<file path="config.mk">
export PLATFORM = sky130hd
export DESIGN_NAME = tdpt_out_stage_flat
export DESIGN_NICKNAME = d
export VERILOG_FILES = /design/src/hw/rtl/tdpt_pkg.sv /design/src/hw/rtl/tdpt_ifs.sv /design/src/hw/rtl/tdpt_out_stage.sv /design/src/flat_wrapper.sv
export SDC_FILE = /design/constraint.sdc
export NUM_CORES = 1
export LEC_CHECK = 0
export ABC_AREA = 1
export BUFFER_PORTS_ARGS = -buffer_cell sky130_fd_sc_hd__buf_2
export CAP_MARGIN = 15
export CORE_MARGIN = 10
export CORE_UTILIZATION = 49
export DETAILED_ROUTE_END_ITERATION = 6
export PLACE_DENSITY_LB_ADDON = 0.05
export REMOVE_ABC_BUFFERS = 1
export SKIP_LAST_GASP = 1
export SLEW_MARGIN = 20
export SYNTH_ARGS = -nofsm -noshare
export SYNTH_HDL_FRONTEND = slang
export SYNTH_SLANG_ARGS = --single-unit
</file>
<file path="constraint.sdc">
create_clock -name clk -period 3.4 [get_ports clk]
set_clock_uncertainty 0.05 [all_clocks]
set_input_delay 1.02 -clock clk [delete_from_list [all_inputs] [get_ports clk]]
set_output_delay 1.02 -clock clk [all_outputs]
set_load 0.005 [all_outputs]
</file>
<file path="src/hw/rtl/tdpt_pkg.sv">
// ============================================================================
// tdpt_pkg
// Shared types, codes and sizes of the pushdown tokenizer.
// ============================================================================
package tdpt_pkg;

    // Input operations
    localparam logic [1:0] OP_PARSE = 2'd0;
    localparam logic [1:0] OP_TABLE = 2'd1;
    localparam logic [1:0] OP_EOF   = 2'd2;

    // Actions, in table encoding
    localparam logic [4:0] ACT_SKIP   = 5'd0;
    localparam logic [4:0] ACT_TRAIL  = 5'd1;
    localparam logic [4:0] ACT_APPEND = 5'd2;
    localparam logic [4:0] ACT_APPEND_END = 5'd3;
    localparam logic [4:0] ACT_QAPP   = 5'd4;
    localparam logic [4:0] ACT_LQAPP  = 5'd5;
    localparam logic [4:0] ACT_ESCAPP = 5'd6;
    localparam logic [4:0] ACT_SQUOTE = 5'd7;
    localparam logic [4:0] ACT_DQUOTE = 5'd8;
    localparam logic [4:0] ACT_UNQUOTE = 5'd9;
    localparam logic [4:0] ACT_CONT   = 5'd10;
    localparam logic [4:0] ACT_RESTORE = 5'd11;
    localparam logic [4:0] ACT_ESCAPE = 5'd12;
    localparam logic [4:0] ACT_COMMENT = 5'd13;
    localparam logic [4:0] ACT_IGNORE = 5'd14;
    localparam logic [4:0] ACT_BACKOFF = 5'd15;
    localparam logic [4:0] ACT_DONE   = 5'd16;
    localparam logic [4:0] ACT_FINI   = 5'd17;

    // Parse states
    localparam logic [2:0] ST_NON = 3'd0;
    localparam logic [2:0] ST_SOM = 3'd1;
    localparam logic [2:0] ST_AFT = 3'd2;
    localparam logic [2:0] ST_SIN = 3'd3;
    localparam logic [2:0] ST_DBL = 3'd4;
    localparam logic [2:0] ST_ESC = 3'd5;
    localparam logic [2:0] ST_COM = 3'd6;
    localparam logic [2:0] ST_IGN = 3'd7;

    // Word-end status
    localparam logic [1:0] STAT_MORE = 2'd0;
    localparam logic [1:0] STAT_EOL  = 2'd1;
    localparam logic [1:0] STAT_EOF  = 2'd2;
    localparam logic [1:0] STAT_ERR  = 2'd3;

    localparam logic [7:0] CHAR_BSLASH = 8'h5C;
    localparam logic [7:0] CHAR_NUL    = 8'h00;

    localparam int STACK_DEPTH = 64;
    localparam int SP_W        = $clog2(STACK_DEPTH);
    localparam int TABLE_DEPTH = 2048;
    localparam int TADDR_W     = $clog2(TABLE_DEPTH);
    localparam int LIMIT_W     = 13;
    localparam logic [LIMIT_W-1:0] MAX_WORD = 13'd4096;
    localparam logic [LIMIT_W-1:0] LIMIT_RESET = 13'd256;

    // Stack commands
    localparam logic [2:0] SCMD_NOP      = 3'd0;
    localparam logic [2:0] SCMD_PUSH     = 3'd1;
    localparam logic [2:0] SCMD_POP      = 3'd2;
    localparam logic [2:0] SCMD_POKE_POP = 3'd3;
    localparam logic [2:0] SCMD_POKE     = 3'd4;
    localparam logic [2:0] SCMD_CLEAR    = 3'd5;

    typedef struct packed {
        logic [2:0] cmd;
        logic [2:0] push_val;
    } stack_ctl_t;

    typedef struct packed {
        logic       at_bottom;
        logic       full;
        logic [2:0] top;
        logic [2:0] pop_val;
    } stack_stat_t;

    typedef struct packed {
        logic       char_valid;
        logic [7:0] out_char;
        logic       word_end;
        logic [1:0] status;
        logic       last;
    } result_t;

endpackage

</file>
<file path="src/hw/rtl/tdpt_ifs.sv">


interface tdpt_out_if;
    logic       valid;
    logic       ready;
    logic       char_valid;
    logic [7:0] out_char;
    logic       word_end;
    logic [1:0] status;
    logic       last;

    modport source (output valid, char_valid, out_char, word_end, status, last, input ready);
    modport sink   (input valid, char_valid, out_char, word_end, status, last, output ready);
endinterface

</file>
<file path="src/hw/rtl/tdpt_out_stage.sv">
// ============================================================================
// tdpt_out_stage
// Hold stage plus output register; the hold stage waits until the last
// flag of its item is known.
// ============================================================================
module tdpt_out_stage (
    input  logic               clk,
    input  logic               rst_n,
    input  logic               emit,
    input  tdpt_pkg::result_t  res,
    input  logic               done,
    output logic               can_emit,
    tdpt_out_if.source         words
);

    tdpt_pkg::result_t hold_reg;
    logic              hold_valid_reg;
    tdpt_pkg::result_t out_reg;
    logic              out_valid_reg;
    logic              out_free;
    logic              drain;

    assign out_free = !out_valid_reg || words.ready;
    assign can_emit = !hold_valid_reg || out_free;
    assign drain    = hold_valid_reg && out_free && (hold_reg.last || emit);

    always_ff @(posedge clk or negedge rst_n)
    begin
        if (!rst_n)
        begin
            hold_valid_reg <= 1'b0;
            out_valid_reg  <= 1'b0;
        end
        else
        begin
            if (drain)
            begin
                out_valid_reg <= 1'b1;
            end
            else if (words.ready)
            begin
                out_valid_reg <= 1'b0;
            end

            if (emit)
            begin
                hold_valid_reg <= 1'b1;
            end
            else if (drain)
            begin
                hold_valid_reg <= 1'b0;
            end
        end
    end

    always_ff @(posedge clk)
    begin
        if (drain)
        begin
            out_reg <= hold_reg;
        end
        if (emit)
        begin
            hold_reg <= res;
        end
        else if (done && hold_valid_reg)
        begin
            hold_reg.last <= 1'b1;
        end
    end

    assign words.valid      = out_valid_reg;
    assign words.char_valid = out_reg.char_valid;
    assign words.out_char   = out_reg.out_char;
    assign words.word_end   = out_reg.word_end;
    assign words.status     = out_reg.status;
    assign words.last       = out_reg.last;

endmodule

</file>
<file path="src/flat_wrapper.sv">
// flat-port wrapper written by rule: the top's interface ports become plain ports
module tdpt_out_stage_flat 
  (clk, rst_n, emit, res, done, can_emit, words_valid, words_char_valid, words_out_char, words_word_end, words_status, words_last, words_ready);
  tdpt_out_if words_i ();
  input  logic clk;
  input  logic rst_n;
  input  logic emit;
  input  tdpt_pkg::result_t res;
  input  logic done;
  output logic can_emit;
  output wire logic [$bits(words_i.valid)-1:0] words_valid;
  output wire logic [$bits(words_i.char_valid)-1:0] words_char_valid;
  output wire logic [$bits(words_i.out_char)-1:0] words_out_char;
  output wire logic [$bits(words_i.word_end)-1:0] words_word_end;
  output wire logic [$bits(words_i.status)-1:0] words_status;
  output wire logic [$bits(words_i.last)-1:0] words_last;
  input wire logic [$bits(words_i.ready)-1:0] words_ready;
  assign words_valid = words_i.valid;
  assign words_char_valid = words_i.char_valid;
  assign words_out_char = words_i.out_char;
  assign words_word_end = words_i.word_end;
  assign words_status = words_i.status;
  assign words_last = words_i.last;
  assign words_i.ready = words_ready;
  tdpt_out_stage u_core (.clk(clk), .rst_n(rst_n), .emit(emit), .res(res), .done(done), .can_emit(can_emit), .words(words_i));
endmodule
</file>
==> run_results.csv, run 1 <==
group,metric,value,unit
status,outcome,"complete, no violations",
job,maxCapViolations,0,
hold_path,whs_path_depth,0,
sta,hold_viol_final,0,
cts,root_buffer,"clkbuf_4",
global_route,grt_pass1_wl,2310,um
cts,clkLatencyLatePin,310,ps
setup_path,cp.arrival,1480,ps
drt,drcViolationCount,0,
drt,drtPass1Iterations,4,
global_route,grt_overflow,0,
floorplan,die_h,62.7,um
finish,antenna_cells,0,
sta,period_minus_slack,2550,ps
hold_path,min_path_type,"flip-flop to flip-flop",
synthesis,synth.avg_cell_area,21.2,sq um
placement,gp_congestion,0.653,
setup_path,r2r_cells,3,
sta,setup_viol,0,
drt,num_vias,455,
power_and_ir_drop,p_leak,0.472,nW
finish,final_area,1140,sq um
floorplan,rows,15,
setup_path,r2r_start,"u_core.hold_reg[0]",
finish,area_delta_synth_final,28.2,%
floorplan,io_pins,33,
placement,dpl_cell_area,1090,sq um
sta,holdWs,384,ps
floorplan,design.core.area,1730,sq um
global_route,grt_use_total,0.0753,
drt,drt-initial-drc-count,3,
synthesis,syn-instance-count,42,
setup_path,critPathKind,"input port to primary output",
power_and_ir_drop,total_power,0.000671,W
power_and_ir_drop,ir_drop,345,uV
drt,wl_met3,135,um
floorplan,dieWidth,62.7,um
finish,drive_above_1_share,0.468,
sta,max_freq,392,MHz
cts,cts-htree-levels,1,
synthesis,ys_seq_area_frac,0.931,
drt,wl,1330,um
finish,layout.nets,98,
floorplan,start_util,0.517,
sta,rsz0062_at_grt,"false",
setup_path,worst_setup_path_start_kind,"input port",
cts,cts.path.max_buffers,2,
hold_path,worstHoldEndpoint,"u_core.words.char_valid",
global_route,grt_pass1_vias,492,
drt,wl_per_cell,12.8,um
cts,cts.repair.resized,0,
power_and_ir_drop,p_per_area,586,nW/um^2
placement,port_buffers,32,
cts,clock_sinks,28,
synthesis,synth_area_leaders,"edfxtp_1, dfrtp_1, nand2_1",
cts,clk_pin_slew,130,ps
cts,numCtsBuffers,3,
hold_path,worstHoldStart,"u_core.hold_reg[12]",
placement,place_hpwl,1070,um
setup_path,cp_max_fo,3,
drt,final_antenna_net_count,0,
cts,postCtsSetupRepairBufs,0,
floorplan,dieArea,3930,sq um
sta,worst_pin_slew,306,ps
synthesis,synth_top_area_cell,"edfxtp_1",
setup_path,r2r_slack,2220,ps
setup_path,endpoint_kind,"primary output",
cts,cts_tree,"built",
sta,min_period_over_period,0.751,
drt,wl_met1,436,um
synthesis,ys_warn_count,0,
finish,largest_reg_flops,13,
sta,slew_violations,0,
setup_path,cp.required,2330,ps
global_route,grt_start_max_net_pins,17,
synthesis,ys_ff_latch,28,
global_route,antenna_found_initial,0,
synthesis,syn_area,892,sq um
drt,routed.top_layer,"met4",
setup_path,rr_endpoint,"u_core.words.word_end",
synthesis,ys_types,8,
synthesis,synth.top_cell.area_share,0.875,
sta,relSlewSlack,0.796,
sta,setup_tns,0,ps
cts,ctsHoldBuffers,0,
drt,met2WireLength,750,um
drt,via_per_inst,4.38,
how the worst max path moves through the flow:
stage,start,to,slack [ps],cells after the start
after detailed placement,words_ready,can_emit,840,4
after floorplan,words_ready,can_emit,1090,2
final,words_ready,can_emit,850,4
after global placement,words_ready,can_emit,870,4
after global routing,words_ready,can_emit,830,4
after CTS,words_ready,can_emit,840,4
worst max-delay path, cell delays in order:
cell and delay [ps]:
buf_2 100, nor2_1 170, nand2_1 60, buf_2 130
final cells by class:
type / count / area, sq um
clock buffers: 3 / 22.5
repair buffers: 33 / 168
clock inverters: 1 / 30.0
inverters: 3 / 11.3
multi-input cells: 11 / 50.0
flip-flops and latches: 28 / 831
fillers: 138 / 583
well taps: 25 / 31.3
per-layer routing:
layer	vias to the layer above	global-route usage
met1	210	0.0657
met5	-	0
li1	227	-
met4	0	0.0419
met2	16	0.133
met3	2	0.0412
power by group:
group          switching, W  leakage (nW)  internal (W)
logic             0.0000245         0.172     0.0000215
registers        0.00000676         0.271      0.000411
clock network     0.0000880        0.0279      0.000119
total              0.000119         0.472      0.000551
cell usage after synthesis:
master     n
edfxtp_1  26
nand2_1    4
inv_1      3
nor2_1     3
dfrtp_1    2
o21ai_0    2
o21bai_1   1
or2_1      1
cell families after synthesis:
kind of cell | after synthesis | share of synthesized area
buf+inv | 3 | 0.0126
simple gates | 8 | 0.0365
compound gates | 3 | 0.0196
flops | 28 | 0.931
layout by cell type, fill, tap and decap left out, drive strengths merged:
| master | Yosys | layout |
|---|---|---|
| nand2 | 4 | 4 |
| nor2 | 3 | 3 |
| clkbuf | 0 | 3 |
| edfxtp | 26 | 26 |
| o21bai | 1 | 1 |
| o21ai | 2 | 2 |
| dfrtp | 2 | 2 |
| or2 | 1 | 1 |
| bufinv | 0 | 1 |
| inv | 3 | 3 |
| buf | 0 | 33 |
stage by stage:
step / setup slack [ps] / cells / utilization
5_1_grt: 828 / 104 / 0.662
4_1_cts: 840 / 104 / 0.662
2_1_floorplan: 1090 / 42 / -
3_3_place_gp: 868 / 100 / 0.632
6_report: 847 / 104 / 0.662
3_5_place_dp: 842 / 100 / 0.632
No activity file was read; power rests on OpenSTA's default activity.
==> inputs of run 2 (changes only) <==
- CORE_UTILIZATION: 49 -> 46
- clock period: 3.4 -> 2.5 ns (I/O delays scaled with it)
==> run 2 against run 1 <==
First-iteration DRC count down 33%. Worst setup slack worse by 370 ps. Routed wire length up 0.82%. Cell count unchanged. Critical endpoint unchanged. Clock power down 15%. Largest power group unchanged. Sequential cell count unchanged. Non-clock buffer count unchanged.
==> run_results.csv, run 2 (synthesis gave the netlist of run 1 again) <==
group,metric,value,unit
setup_path,cp.arrival,1220,ps
sta,min_period_over_period,0.808,
sta,max_freq,495,MHz
cts,clkLatencyLatePin,310,ps
setup_path,worst_setup_path_start_kind,"input port",
sta,setup_tns,0,ps
finish,final_area,1120,sq um
cts,clk_pin_slew,130,ps
hold_path,min_path_type,"input port to async pin",
sta,period_minus_slack,2020,ps
cts,numCtsBuffers,3,
finish,utilization,0.627,
cts,root_buffer,"clkbuf_4",
global_route,grt_overflow,0,
finish,num-fill-cells,133,
placement,gp_congestion,0.730,
global_route,grt_use_total,0.0635,
cts,cts-htree-levels,1,
finish,layout.nets,98,
finish,finalNonFillerCells,104,
cts,postCtsSetupRepairBufs,0,
setup_path,r2r_slack,1300,ps
finish,final_cell_mix,"buf_2, edfxtp_1, nand2_1",
setup_path,cp_max_fo,3,
power_and_ir_drop,ir_drop,514,uV
drt,via_per_inst,4.33,
setup_path,cp_slowest_cell,"nor2_1",
drt,final_antenna_net_count,0,
finish,area_delta_synth_final,25.2,%
drt,drtPass1Iterations,3,
global_route,grt_pass1_wl,2050,um
global_route,grt_start_max_net_pins,16,
global_route,antenna_found_initial,0,
job,maxCapViolations,0,
setup_path,cp.required,1700,ps
cts,cts_tree,"built",
floorplan,start_util,0.500,
drt,wl_per_cell,12.9,um
sta,setup_viol,0,
drt,drt-initial-drc-count,2,
floorplan,die_h,64.0,um
placement,port_buffers,32,
setup_path,crit_chain,"buf_2, nor2_1, nand2_1, buf_2",
setup_path,crit_top_cell,"buf_2",
floorplan,design.core.area,1780,sq um
placement,dpl_cell_area,1090,sq um
power_and_ir_drop,p_per_area,721,nW/um^2
floorplan,dieArea,4100,sq um
sta,relSlewSlack,0.797,
cts,cts.path.max_buffers,2,
floorplan,io_pins,33,
setup_path,r2r_cells,3,
status,outcome,"complete, no violations",
finish,antenna_cells,0,
floorplan,dieWidth,64.0,um
setup_path,endpoint_kind,"primary output",
placement,dp.cells,100,
setup_path,slowest_delay,170,ps
sta,worst_pin_slew,305,ps
finish,largest_reg_flops,13,
power_and_ir_drop,p_leak,0.459,nW
sta,rsz0062_at_grt,"false",
drt,wl,1350,um
global_route,grt_pass1_vias,464,
setup_path,rr_endpoint,"u_core.words.word_end",
drt,drcViolationCount,0,
sta,hold_viol_final,0,
cts,ctsHoldBuffers,0,
finish,final_common_cell,"buf_2",
floorplan,rows,15,
cts,cts.repair.resized,0,
finish,drive_above_1_share,0.456,
drt,num_vias,450,
cts,clock_sinks,28,
setup_path,r2r_start,"u_core.hold_valid_reg",
setup_path,critPathKind,"input port to primary output",
placement,place_hpwl,1030,um
sta,slew_violations,0,
run 2: how the worst max path moves through the flow:
stage | slack [ps] | endpoint | depth (start not counted) | startpoint
CTS | 480 | can_emit | 4 | words_ready
finish | 480 | can_emit | 4 | words_ready
floorplan | 660 | u_core.words.char_valid | 2 | emit
global route | 420 | can_emit | 4 | words_ready
detailed placement | 480 | can_emit | 4 | words_ready
global placement | 510 | can_emit | 4 | words_ready
run 2: worst max-delay path: cells and delay by family:
kind	cells	cell delay [ps]
simple gates	2	240
buf+inv	2	230
run 2: layout make-up:
class	count	area (sq um)	area share
clock buffers	4	26.3	0.0235
inverters	3	11.3	0.0101
multi-input cells	11	50.0	0.0448
flip-flops and latches	28	831	0.744
well taps	25	31.3	0.0280
repair buffers	33	168	0.150
run 2: per-stage QoR:
| stage | hold WS [ps] | setup slack, ps | total power, W |
|---|---|---|---|
| after global placement | 351 | 509 | 0.000642 |
| after floorplan | 350 | 659 | 0.000598 |
| after global routing | 117 | 424 | 0.000850 |
| final | 148 | 481 | 0.000806 |
| after detailed placement | 355 | 484 | 0.000644 |
| after CTS | 136 | 479 | 0.000820 |
run 2: where the power goes:
part	total (W)	internal, W	switching [W]
clock network	0.000175	0.0000622	0.000113
logic	0.0000627	0.0000292	0.0000335
registers	0.000568	0.000559	0.00000934
run 2: metal layers:
metal  vias up  wire, um  global-route usage  share of wire
met5         -         0                   0              0
met4         0         0              0.0246              0
met3         0       129              0.0366          0.096
met2        20       713               0.108           0.53
met1       203       502              0.0624           0.37
li1        227         -                   -              -
