## config.mk

```make
export PLATFORM = sky130hd
export DESIGN_NAME = tdpt_stack
export DESIGN_NICKNAME = d
export VERILOG_FILES = /design/src/hw/rtl/tdpt_pkg.sv /design/src/hw/rtl/tdpt_stack.sv
export SDC_FILE = /design/constraint.sdc
export NUM_CORES = 1
export LEC_CHECK = 0
export BUFFER_PORTS_ARGS = -buffer_cell sky130_fd_sc_hd__buf_4
export CAP_MARGIN = 0
export CORE_ASPECT_RATIO = 0.9
export CORE_MARGIN = 4
export CORE_UTILIZATION = 55
export DETAILED_ROUTE_END_ITERATION = 10
export GPL_ROUTABILITY_DRIVEN = 0
export HOLD_SLACK_MARGIN = 0.02
export PLACE_DENSITY = 0.68
export RECOVER_POWER = 100
export SYNTH_ARGS = -nofsm -noshare
export SYNTH_HDL_FRONTEND = slang
export SYNTH_SLANG_ARGS = --single-unit
```

## constraint.sdc

```tcl
create_clock -name clk -period 3.6 [get_ports clk]
set_input_delay 0.72 -clock clk [delete_from_list [all_inputs] [get_ports clk]]
set_output_delay 0.72 -clock clk [all_outputs]
set_load 0.01 [all_outputs]
```

## src/hw/rtl/tdpt_pkg.sv

```systemverilog
// ============================================================================
// tdpt_pkg
// Shared types, codes and sizes of the pushdown tokenizer.
// ============================================================================
package tdpt_pkg;

    // Input operations
    localparam logic [1:0] OP_PARSE = 2'd0;
    localparam logic [1:0] OP_TABLE = 2'd1;
    localparam logic [1:0] OP_EOF   = 2'd2;

    // Actions, in table encoding
    localparam logic [4:0] ACT_SKIP   = 5'd0;
    localparam logic [4:0] ACT_TRAIL  = 5'd1;
    localparam logic [4:0] ACT_APPEND = 5'd2;
    localparam logic [4:0] ACT_APPEND_END = 5'd3;
    localparam logic [4:0] ACT_QAPP   = 5'd4;
    localparam logic [4:0] ACT_LQAPP  = 5'd5;
    localparam logic [4:0] ACT_ESCAPP = 5'd6;
    localparam logic [4:0] ACT_SQUOTE = 5'd7;
    localparam logic [4:0] ACT_DQUOTE = 5'd8;
    localparam logic [4:0] ACT_UNQUOTE = 5'd9;
    localparam logic [4:0] ACT_CONT   = 5'd10;
    localparam logic [4:0] ACT_RESTORE = 5'd11;
    localparam logic [4:0] ACT_ESCAPE = 5'd12;
    localparam logic [4:0] ACT_COMMENT = 5'd13;
    localparam logic [4:0] ACT_IGNORE = 5'd14;
    localparam logic [4:0] ACT_BACKOFF = 5'd15;
    localparam logic [4:0] ACT_DONE   = 5'd16;
    localparam logic [4:0] ACT_FINI   = 5'd17;

    // Parse states
    localparam logic [2:0] ST_NON = 3'd0;
    localparam logic [2:0] ST_SOM = 3'd1;
    localparam logic [2:0] ST_AFT = 3'd2;
    localparam logic [2:0] ST_SIN = 3'd3;
    localparam logic [2:0] ST_DBL = 3'd4;
    localparam logic [2:0] ST_ESC = 3'd5;
    localparam logic [2:0] ST_COM = 3'd6;
    localparam logic [2:0] ST_IGN = 3'd7;

    // Word-end status
    localparam logic [1:0] STAT_MORE = 2'd0;
    localparam logic [1:0] STAT_EOL  = 2'd1;
    localparam logic [1:0] STAT_EOF  = 2'd2;
    localparam logic [1:0] STAT_ERR  = 2'd3;

    localparam logic [7:0] CHAR_BSLASH = 8'h5C;
    localparam logic [7:0] CHAR_NUL    = 8'h00;

    localparam int STACK_DEPTH = 64;
    localparam int SP_W        = $clog2(STACK_DEPTH);
    localparam int TABLE_DEPTH = 2048;
    localparam int TADDR_W     = $clog2(TABLE_DEPTH);
    localparam int LIMIT_W     = 13;
    localparam logic [LIMIT_W-1:0] MAX_WORD = 13'd4096;
    localparam logic [LIMIT_W-1:0] LIMIT_RESET = 13'd256;

    // Stack commands
    localparam logic [2:0] SCMD_NOP      = 3'd0;
    localparam logic [2:0] SCMD_PUSH     = 3'd1;
    localparam logic [2:0] SCMD_POP      = 3'd2;
    localparam logic [2:0] SCMD_POKE_POP = 3'd3;
    localparam logic [2:0] SCMD_POKE     = 3'd4;
    localparam logic [2:0] SCMD_CLEAR    = 3'd5;

    typedef struct packed {
        logic [2:0] cmd;
        logic [2:0] push_val;
    } stack_ctl_t;

    typedef struct packed {
        logic       at_bottom;
        logic       full;
        logic [2:0] top;
        logic [2:0] pop_val;
    } stack_stat_t;

    typedef struct packed {
        logic       char_valid;
        logic [7:0] out_char;
        logic       word_end;
        logic [1:0] status;
        logic       last;
    } result_t;

endpackage

```

## src/hw/rtl/tdpt_stack.sv

```systemverilog
// ============================================================================
// tdpt_stack
// Context stack: top entry cached in a register, lower entries in memory.
// ============================================================================
module tdpt_stack (
    input  logic                    clk,
    input  logic                    rst_n,
    input  tdpt_pkg::stack_ctl_t    ctl,
    output tdpt_pkg::stack_stat_t   stat
);

    logic [2:0]                  mem [tdpt_pkg::STACK_DEPTH];
    logic [2:0]                  rd_data_reg;
    logic [tdpt_pkg::SP_W-1:0]   sp_reg;
    logic [2:0]                  top_reg;
    logic                        pend_reg;
    logic [2:0]                  top_cur;
    logic [2:0]                  poked;
    logic                        full;
    logic                        is_pop;

    // After a pop the new top arrives from memory in the following cycle
    assign top_cur = pend_reg ? rd_data_reg : top_reg;
    assign poked   = (top_cur == tdpt_pkg::ST_NON) ? tdpt_pkg::ST_SOM : top_cur;
    assign full    = (sp_reg == tdpt_pkg::SP_W'(tdpt_pkg::STACK_DEPTH - 1));
    assign is_pop  = (ctl.cmd == tdpt_pkg::SCMD_POP) || (ctl.cmd == tdpt_pkg::SCMD_POKE_POP);

    always_comb
    begin
        stat.at_bottom = (sp_reg == '0);
        stat.full      = full;
        stat.top       = top_cur;
        stat.pop_val   = (ctl.cmd == tdpt_pkg::SCMD_POKE_POP) ? poked : top_cur;
    end

    always_ff @(posedge clk or negedge rst_n)
    begin
        if (!rst_n)
        begin
            sp_reg   <= '0;
            top_reg  <= tdpt_pkg::ST_NON;
            pend_reg <= 1'b0;
        end
        else
        begin
            unique case (ctl.cmd)
                tdpt_pkg::SCMD_PUSH:
                begin
                    if (!full)
                    begin
                        sp_reg  <= sp_reg + 1'b1;
                        top_reg <= ctl.push_val;
                    end
                    else
                    begin
                        top_reg <= top_cur;
                    end
                    pend_reg <= 1'b0;
                end
                tdpt_pkg::SCMD_POP, tdpt_pkg::SCMD_POKE_POP:
                begin
                    if (sp_reg != '0)
                    begin
                        sp_reg   <= sp_reg - 1'b1;
                        pend_reg <= 1'b1;
                    end
                    else
                    begin
                        top_reg  <= stat.pop_val;
                        pend_reg <= 1'b0;
                    end
                end
                tdpt_pkg::SCMD_POKE:
                begin
                    top_reg  <= poked;
                    pend_reg <= 1'b0;
                end
                tdpt_pkg::SCMD_CLEAR:
                begin
                    sp_reg   <= '0;
                    top_reg  <= tdpt_pkg::ST_NON;
                    pend_reg <= 1'b0;
                end
                default:
                begin
                end
            endcase
        end
    end

    // Spill the old top on push, fetch the next one down on pop
    always_ff @(posedge clk)
    begin
        if ((ctl.cmd == tdpt_pkg::SCMD_PUSH) && !full)
        begin
            mem[sp_reg] <= top_cur;
        end
        if (is_pop && (sp_reg != '0))
        begin
            rd_data_reg <= mem[sp_reg - 1'b1];
        end
    end

endmodule

```

==> results of run 1 <==
==> through the flow <==
stage          utilization, %  power, uW
2_1_floorplan               -       5250
3_3_place_gp             58.5       6010
3_5_place_dp             58.5       6070
4_1_cts                  63.5       8430
5_1_grt                  63.1       8760
6_report                 63.1       8360
==> path summary, 6_finish.rpt <==
| kind | end | cells after the start |
|---|---|---|
| worst max-delay path | stat[6] | 6 |
| worst max register to register | rd_data_reg[1] | 7 |
| min in group clk | top_reg[0] | 1 |
| worst min register to register | top_reg[0] | 1 |
| worst min-delay path | sp_reg[1] | 1 |
| max in group asynchronous | sp_reg[0] | 1 |
==> cell type report <==
class | count | share of cell area [%]
well taps | 202 | 2.56
multi-input cells | 277 | 25.9
flip-flops and latches | 205 | 61.8
clock buffers | 24 | 5.65
repair buffers | 26 | 1.48
inverters | 9 | 0.342
clock inverters | 16 | 2.20
==> critical path: cells and delay by family, from the launching register on <==
kind,cells,cell delay [ns]
flops,1,0.42
buf+inv,3,0.82
fa+ha+maj,1,0.32
simple gates,2,0.52
==> report_power, final <==
part | switching [uW] | total (uW) | internal [uW]
Combinational | 1770 | 2840 | 1070
Clock | 890 | 2370 | 1480
Sequential | 110 | 3140 | 3030
Total | 2770 | 8360 | 5590
==> logic make-up (layout without fill, tap and decap cells) <==
| family | Yosys count | in the layout | share of synthesized area, % |
|---|---|---|---|
| DFF | 205 | 205 | 68.5 |
| and+or+nand+nor | 154 | 154 | 8.35 |
| muxes | 69 | 69 | 15.4 |
| AOI/OAI and AO/OA | 45 | 45 | 3.93 |
| buffers and inverters | 44 | 75 | 2.75 |
| xor gates and xnor gates | 5 | 5 | 0.491 |
| adders and majority gates | 4 | 4 | 0.561 |
==> cell usage after synthesis (4+ instances only) <==
cell type	n
nor2_1	67
nand3_1	14
dfrtp_1	10
buf_4	6
or3_1	4
edfxtp_1	195
ha_1	4
mux2i_1	10
o21ai_0	10
mux2_2	8
o31ai_1	4
and3_1	10
mux4_2	41
nand2_1	28
clkbuf_1	20
inv_1	8
mux4_1	10
buf_6	5
a21oi_1	5
nor3_1	4
nand4_1	7
xnor2_1	4
==> metal layers <==
layer  up-vias  share of wire (%)  wire length (um)  global-route usage [%]
li1       2127                  -                 -                       -
met1      2477                 44              8400                    33.3
met2       216                 46              8860                    32.8
met3        37                7.8              1500                    4.20
met4         0                2.3               439                    5.93
met5         -                  0                 0                       0
==> out/results.txt, run 1 <==
Synthesized instance count -> 526
Die area -> 18300 um^2
Crit. End Element -> output pin
DRC viols -> 0
CP dominant cell by count -> buf_4
Leading cell types in the layout, fill and taps excluded -> 195 x edfxtp_1, 67 x nor2_1, 41 x mux4_2
Final worst-path cycle share -> 92.0%
Fmax -> 0.302 GHz
Post-synthesis sequential area ratio -> 68.5%
Fillers -> 1137
Status -> completed
Largest net degree at the start of global routing -> 69
Synth Warn # -> 0
Req. time, crit path -> 2.88 ns
Post-Syn Area -> 8920 um^2
Crit Path Max Fanout -> 39
Post-Place Worst Slack -> 0.630 ns
DR pass1 iterations -> 5
Buffers on Ports -> 15
Final WS setup -> 0.287 ns
Layout cells sized above 1 -> 19.7%
MaxCap Viol Count -> 0
Clk_lat worst skew -> 0.50 ns
Post-synth ARST share -> 4.88%
Post-synth top area cell -> edfxtp_1
P per Cell Area -> 846 nW/um^2
Hold Crit Class -> in2async
DRT iter0 DRCs -> 466
Critical Setup Path Class -> reg2out
WP data arrival -> 2.59 ns
Die height -> 129 um
Hold_ws -> 0.205 ns
# diodes -> 0
CTS H-Tree Depth -> 1
First-pass GRT wire length -> 30200 um
Detailed placement HPWL -> 12200 um
CTS buffer count -> 22
Leak -> 0.00323 uW
Layout area overhead -> 10.8%
Setup_tns -> 0 ns
Drt via density -> 6.40
Syn Nets -> 538
Initial core utilization -> 56.9%
Post_cts resized -> 0
Area post-placement -> 9160 um^2
Slew Viols, Final -> 0
Via Count -> 4857
Critical-path cell list -> buf_4 -> ha_1 -> and2_0 -> nand3_1 -> inv_1 -> buf_4
Post-synth EDFFs -> 195
Antenna violations before repair -> 0
Worst-margin pin slew -> 1.45 ns
Syn_area_per_cell -> 17.0 um^2
Slowest cell on crit path -> buf_4
Row count -> 43
RSZ-0062 raised after global routing -> false
Critical Path Source Type -> flip-flop
Slew headroom -> 3.38%
Core footprint -> 15700 um^2
CTS Buffer Depth -> 3
Reg-to-reg startpoint -> sp_reg[2]
Tot GR Track Use -> 21.8%
Setup Fix Bufs, Post-CTS -> 0
Final std cells w/o fill -> 759
Wire length per cell -> 25.3 um
Layout net count -> 553
DP Cell Count -> 719
Register area -> 6110 um^2
Clock sink count -> 205
Gr ovfl total -> 0
CTS hold repair buffers -> 0
Die Wd -> 142 um
Vias in the first global route -> 4964
Area occupied by multi-input gates -> 2560 um^2
Detail Route Antenna Nets -> 0
Final setup viols -> 0
TritonCTS clock tree -> done
FF-to-FF setup slack -> 0.38 ns
Final hold violations -> 0
Share of the synthesized area in the top cell type -> 65.7%
Clock-pin slew on the worst setup and hold paths -> 0.06 ns
Critical Path Source -> sp_reg[0]
Min Tclk post-route -> 3.31 ns
Top post-synthesis cells by area -> edfxtp_1 66%, mux4_2 10%, mux4_1 2.9%
CTS root buffer -> clkbuf_16
#FFs+latches synth -> 205
# IOs -> 16
Max reg flops -> 192
Skew final -> 0.0101 ns
Routed WL -> 19200 um
Most common cell after layout, fill and taps aside -> edfxtp_1
Max IR drop VDD -> 0.000612 V
Most used DFF post-synth -> edfxtp_1
Max incr delay on CP -> 0.56 ns
Distinct cells, synth -> 55
Design area -> 9880 um^2
(Power assumes the default switching activity.)
==> run 2: changes to the inputs <==
- CORE_ASPECT_RATIO: 0.9 -> not set
==> run 2 against run 1 <==
  * Sequential share of layout area up 0.071 points
  * Largest cell class unchanged
  * Highest routed layer unchanged
  * Worst hold slack better by 0.0048 ns
  * Clock skew up 0.0045 ns
  * Critical endpoint is now stat[0]
  * Cell count up 1.8%
  * Critical path type unchanged
  * Clock-buffer cell count up 4
  * Flip-flop and latch count unchanged
  * Maximum frequency up 6.7%
  * Non-clock buffer count unchanged
  * Design area down 0.11%
  * Clock power down 5%
  * Register-to-register slack better by 0.12 ns
  * Die area about the same
==> out/results.txt, run 2 (same netlist as run 1, synthesis figures left out) <==
Status -> completed
P per Cell Area -> 824 nW/um^2 (-2.6%)
Final hold violations -> 0 (unchanged)
Critical Path Source Type -> flip-flop
Worst-margin pin slew -> 1.15 ns (-0.304 ns)
CTS H-Tree Depth -> 1 (unchanged)
Clock sink count -> 205 (unchanged)
CTS root buffer -> clkbuf_16
Row count -> 46 (+7.0%)
Detailed placement HPWL -> 12200 um (about the same)
Clk_lat worst skew -> 0.50 ns (about the same)
# diodes -> 0 (unchanged)
Layout cells sized above 1 -> 20.1% (+0.36 points)
Max incr delay on CP -> 0.80 ns (+0.24 ns)
Layout net count -> 553 (unchanged)
Min Tclk post-route -> 3.11 ns (-0.207 ns)
Max reg flops -> 192 (unchanged)
Crit. End Element -> output pin
MaxCap Viol Count -> 0 (unchanged)
DRC viols -> 0 (unchanged)
Die height -> 135 um (+5.1%)
Max IR drop VDD -> 0.000457 V (-25%)
Core footprint -> 15900 um^2 (+1.5%)
Final worst-path cycle share -> 86.3% (-5.7 points)
Initial core utilization -> 56.1% (-0.82 points)
Buffers on Ports -> 15 (unchanged)
Drt via density -> 6.25 (-2.3%)
Wire length per cell -> 24.2 um (-4.3%)
DR pass1 iterations -> 5 (unchanged)
Slowest cell on crit path -> mux2_1
First-pass GRT wire length -> 28900 um (-4.2%)
Die Wd -> 135 um (-4.8%)
Largest net degree at the start of global routing -> 69 (unchanged)
DRT iter0 DRCs -> 565 (+21%)
Vias in the first global route -> 4864 (-2.0%)
Gr ovfl total -> 0 (unchanged)
Tot GR Track Use -> 21.3% (-0.55 points)
Via Count -> 4833 (-0.49%)
Layout area overhead -> 10.7%
Final setup viols -> 0 (unchanged)
Setup_tns -> 0 ns (unchanged)
Req. time, crit path -> 2.88 ns (about the same)
Post_cts resized -> 0 (unchanged)
Most common cell after layout, fill and taps aside -> edfxtp_1
TritonCTS clock tree -> done
Reg-to-reg startpoint -> sp_reg[0]
Leak -> 0.00322 uW (about the same)
Hold Crit Class -> in2async
Leading cell types in the layout, fill and taps excluded -> 195 x edfxtp_1, 67 x nor2_1, 41 x mux4_2
Critical Setup Path Class -> reg2out
Slew Viols, Final -> 0 (unchanged)
FF-to-FF setup slack -> 0.50 ns (+0.12 ns)
RSZ-0062 raised after global routing -> false
Detail Route Antenna Nets -> 0 (unchanged)
Setup Fix Bufs, Post-CTS -> 0 (unchanged)
CTS buffer count -> 22 (unchanged)
R2R depth -> 7 (unchanged)
Crit Path Max Fanout -> 35 (-10%)
WP data arrival -> 2.39 ns (-0.20 ns)
Fmax -> 0.322 GHz (+6.7%)
Critical-path cell list -> mux2_1 -> or2_2 -> clkbuf_1
Slew headroom -> 23.6% (+20 points)
# IOs -> 16 (unchanged)
CTS hold repair buffers -> 0 (unchanged)
Reg2reg end -> rd_data_reg[2]
Antenna violations before repair -> 0 (unchanged)
Skew final -> 0.0145 ns (+0.00448 ns)
Clock-pin slew on the worst setup and hold paths -> 0.07 ns (about the same)
Routed WL -> 18700 um (-2.5%)
CTS Buffer Depth -> 3 (unchanged)
Hold_ws -> 0.210 ns (+0.00484 ns)
Die area -> 18300 um^2 (about the same)
## run 2: where the power goes
part,internal (uW),switching (uW)
Combinational,1080,1680
Clock,1350,897
Sequential,3020,102
Total,5450,2680
## run 2: worst max-delay path by stage
stage	from	end
floorplan	sp_reg[0]	rd_data_reg[1]
global placement	sp_reg[0]	rd_data_reg[2]
detailed placement	ctl[4]	mem[22][0]
CTS	sp_reg[0]	stat[6]
global route	pend_reg	stat[0]
finish	pend_reg	stat[0]
## run 2: final cells by class
type | count | area (um^2)
flip-flops and latches | 205 | 6110
fillers | 1169 | 6020
multi-input cells | 277 | 2560
clock buffers | 28 | 614
well taps | 216 | 270
repair buffers | 26 | 164
clock inverters | 12 | 118
inverters | 9 | 33.8
## run 2: worst max-delay path, delay by kind of cell, from the launching register on
kind	cells	cell delay [ns]
mux	1	0.80
simple gates	1	0.49
flops	1	0.46
buf+inv	1	0.13
## run 2: per-layer routing
metal  share of wire, %  up-vias  GRT usage, %
li1                   -     2127             -
met3                7.2       29          3.27
met4                1.9        0          5.43
met1                 42     2467          30.7
met5                  0        -             0
met2                 49      210          34.6
## run 2: through the flow
step                      worst slack (ns)  instance area, um^2  util (%)  instances  total power (uW)
after floorplan                      0.555                 8920         -        526              5250
after global placement               0.817                 9190      57.8        733              5950
after detailed placement             0.780                 9190      57.8        733              6000
after CTS                            0.570                 9920      62.5        773              8240
after global routing                 0.346                 9870      62.1        773              8510
final                                0.494                 9870      62.1        773              8130
==> run 3: changes to the inputs <==
- CTS_BUF_LIST: not set -> sky130_fd_sc_hd__clkbuf_16
==> run 3 against run 2 <==
  * First-iteration DRC count up 2.3%
  * Combinational power about the same
  * Design area down 0.20%
  * Die area unchanged
  * Non-clock buffer count unchanged
  * Worst setup slack worse by 0.010 ns
  * Flip-flop and latch count unchanged
  * Clock skew up 0.00091 ns
  * Clock power down 2%
  * Sequential power about the same
  * Clock-buffer cell count down 5
  * Utilization down 0.13 points
  * Critical endpoint unchanged
  * Largest power group unchanged
==> out/results.txt, run 3 (same netlist as run 1, synthesis figures left out) <==
Status -> completed
Skew final -> 0.0155 ns (+0.000909 ns)
DRT iter0 DRCs -> 578 (+2.3%)
Worst-margin pin slew -> 1.16 ns (+0.0158 ns)
Die Wd -> 135 um (unchanged)
DP Cell Count -> 733 (unchanged)
Wire length per cell -> 24.3 um (+0.18%)
Clock-pin slew on the worst setup and hold paths -> 0.07 ns (about the same)
Setup Fix Bufs, Post-CTS -> 0 (unchanged)
# diodes -> 0 (unchanged)
CTS buffer count -> 22 (unchanged)
Clk_lat worst skew -> 0.50 ns (about the same)
Max incr delay on CP -> 0.81 ns (about the same)
Gr ovfl total -> 0 (unchanged)
CTS hold repair buffers -> 0 (unchanged)
Row count -> 46 (unchanged)
# IOs -> 16 (unchanged)
Die area -> 18300 um^2 (unchanged)
Critical Path Source Type -> flip-flop
Detailed placement HPWL -> 12200 um (unchanged)
Leading cell types in the layout, fill and taps excluded -> 195 x edfxtp_1, 67 x nor2_1, 41 x mux4_2
Layout area overhead -> 10.5%
Critical-path cell list -> mux2_1 -> or2_2 -> clkbuf_1
CTS root buffer -> clkbuf_16
Final std cells w/o fill -> 773 (unchanged)
Crit Path Max Fanout -> 35 (unchanged)
Leak -> 0.00322 uW (about the same)
Slew Viols, Final -> 0 (unchanged)
DRC viols -> 0 (unchanged)
Hold Crit Class -> in2async
Clock sink count -> 205 (unchanged)
TritonCTS clock tree -> done
Layout net count -> 553 (unchanged)
Crit. End Element -> output pin
Tot GR Track Use -> 21.2% (-0.033 points)
CTS Buffer Depth -> 3 (unchanged)
Die height -> 135 um (unchanged)
Initial core utilization -> 56.1% (unchanged)
Antenna violations before repair -> 0 (unchanged)
P per Cell Area -> 821 nW/um^2 (-0.41%)
Setup_tns -> 0 ns (unchanged)
Core footprint -> 15900 um^2 (unchanged)
Max IR drop VDD -> 0.000462 V (+0.96%)
First-pass GRT wire length -> 28900 um (-0.19%)
Final setup viols -> 0 (unchanged)
Fillers -> 1169 (unchanged)
Max reg flops -> 192 (unchanged)
Most common cell after layout, fill and taps aside -> edfxtp_1
Post-layout util -> 62.0% (-0.13 points)
Via Count -> 4811 (-0.46%)
Post-Place Worst Slack -> 0.780 ns (unchanged)
Req. time, crit path -> 2.88 ns (about the same)
Min Tclk post-route -> 3.12 ns (+0.0103 ns)
WP data arrival -> 2.40 ns (about the same)
RSZ-0062 raised after global routing -> false
Slowest cell on crit path -> mux2_1
Fmax -> 0.321 GHz (-0.33%)
Vias in the first global route -> 4843 (-0.43%)
Routed WL -> 18800 um (+0.18%)
Post_cts resized -> 0 (unchanged)
Detail Route Antenna Nets -> 0 (unchanged)
Final WS setup -> 0.484 ns (-0.0103 ns)
Slew headroom -> 22.6% (-1.1 points)
Layout cells sized above 1 -> 19.7% (-0.36 points)
Final worst-path cycle share -> 86.6% (+0.29 points)
Largest net degree at the start of global routing -> 69 (unchanged)
Buffers on Ports -> 15 (unchanged)
MaxCap Viol Count -> 0 (unchanged)
CTS H-Tree Depth -> 1 (unchanged)
Critical Setup Path Class -> reg2out
Final hold violations -> 0 (unchanged)
DR pass1 iterations -> 5 (unchanged)
Drt via density -> 6.22 (-0.46%)
-- run 3: changes by cell type in the layout (fill, tap and decap cells not counted), sizes merged --
cell    before  now
clkinv       7    9
inv          9   12
clkbuf      40   35
-- run 3: critical path: cells and delay by family (launching register included) --
family | cells | cell delay, ns
buf+inv | 1 | 0.13
flops | 1 | 0.46
mux | 1 | 0.81
simple gates | 1 | 0.49
-- run 3: metal layers --
layer | global-route usage [%] | wire [um]
met1 | 30.7 | 7810
met2 | 34.6 | 9140
met3 | 3.27 | 1420
met4 | 5.32 | 388
met5 | 0 | 0
-- run 3: layout make-up --
cell class | count | area (um^2) | share of cell area [%]
Clock buffer | 23 | 576 | 5.84
Clock inverter | 17 | 136 | 1.38
Inverter | 9 | 33.8 | 0.343
Multi-Input combinational cell | 277 | 2560 | 26.0
Sequential cell | 205 | 6110 | 62.0
Tap cell | 216 | 270 | 2.74
Timing Repair Buffer | 26 | 164 | 1.66
-- run 3: final timing paths --
kind / cells after the start / endpoint / slack, ns / startpoint
worst max-delay path: 3 / stat[0] / 0.48 / pend_reg
worst min-delay path: 1 / pend_reg / 0.20 / rst_n
worst max register to register: 7 / rd_data_reg[2] / 0.52 / sp_reg[0]
worst min register to register: 1 / top_reg[0] / 0.52 / top_reg[0]
max in group asynchronous: 1 / sp_reg[0] / 2.93 / rst_n
min in group clk: 1 / top_reg[0] / 0.52 / top_reg[0]
-- run 3: power by group --
part,total [uW],internal [uW],switching [uW]
Clock,2200,1300,896
Sequential,3120,3020,102
Combinational,2760,1080,1680
-- run 3: through the flow --
step,instance area [um^2],hold slack [ns],power (uW)
floorplan,8920,0.424,5250
global placement,9190,0.503,5950
detailed placement,9190,0.507,6000
CTS,9900,0.0332,8190
global route,9850,0.241,8460
finish,9850,0.201,8080
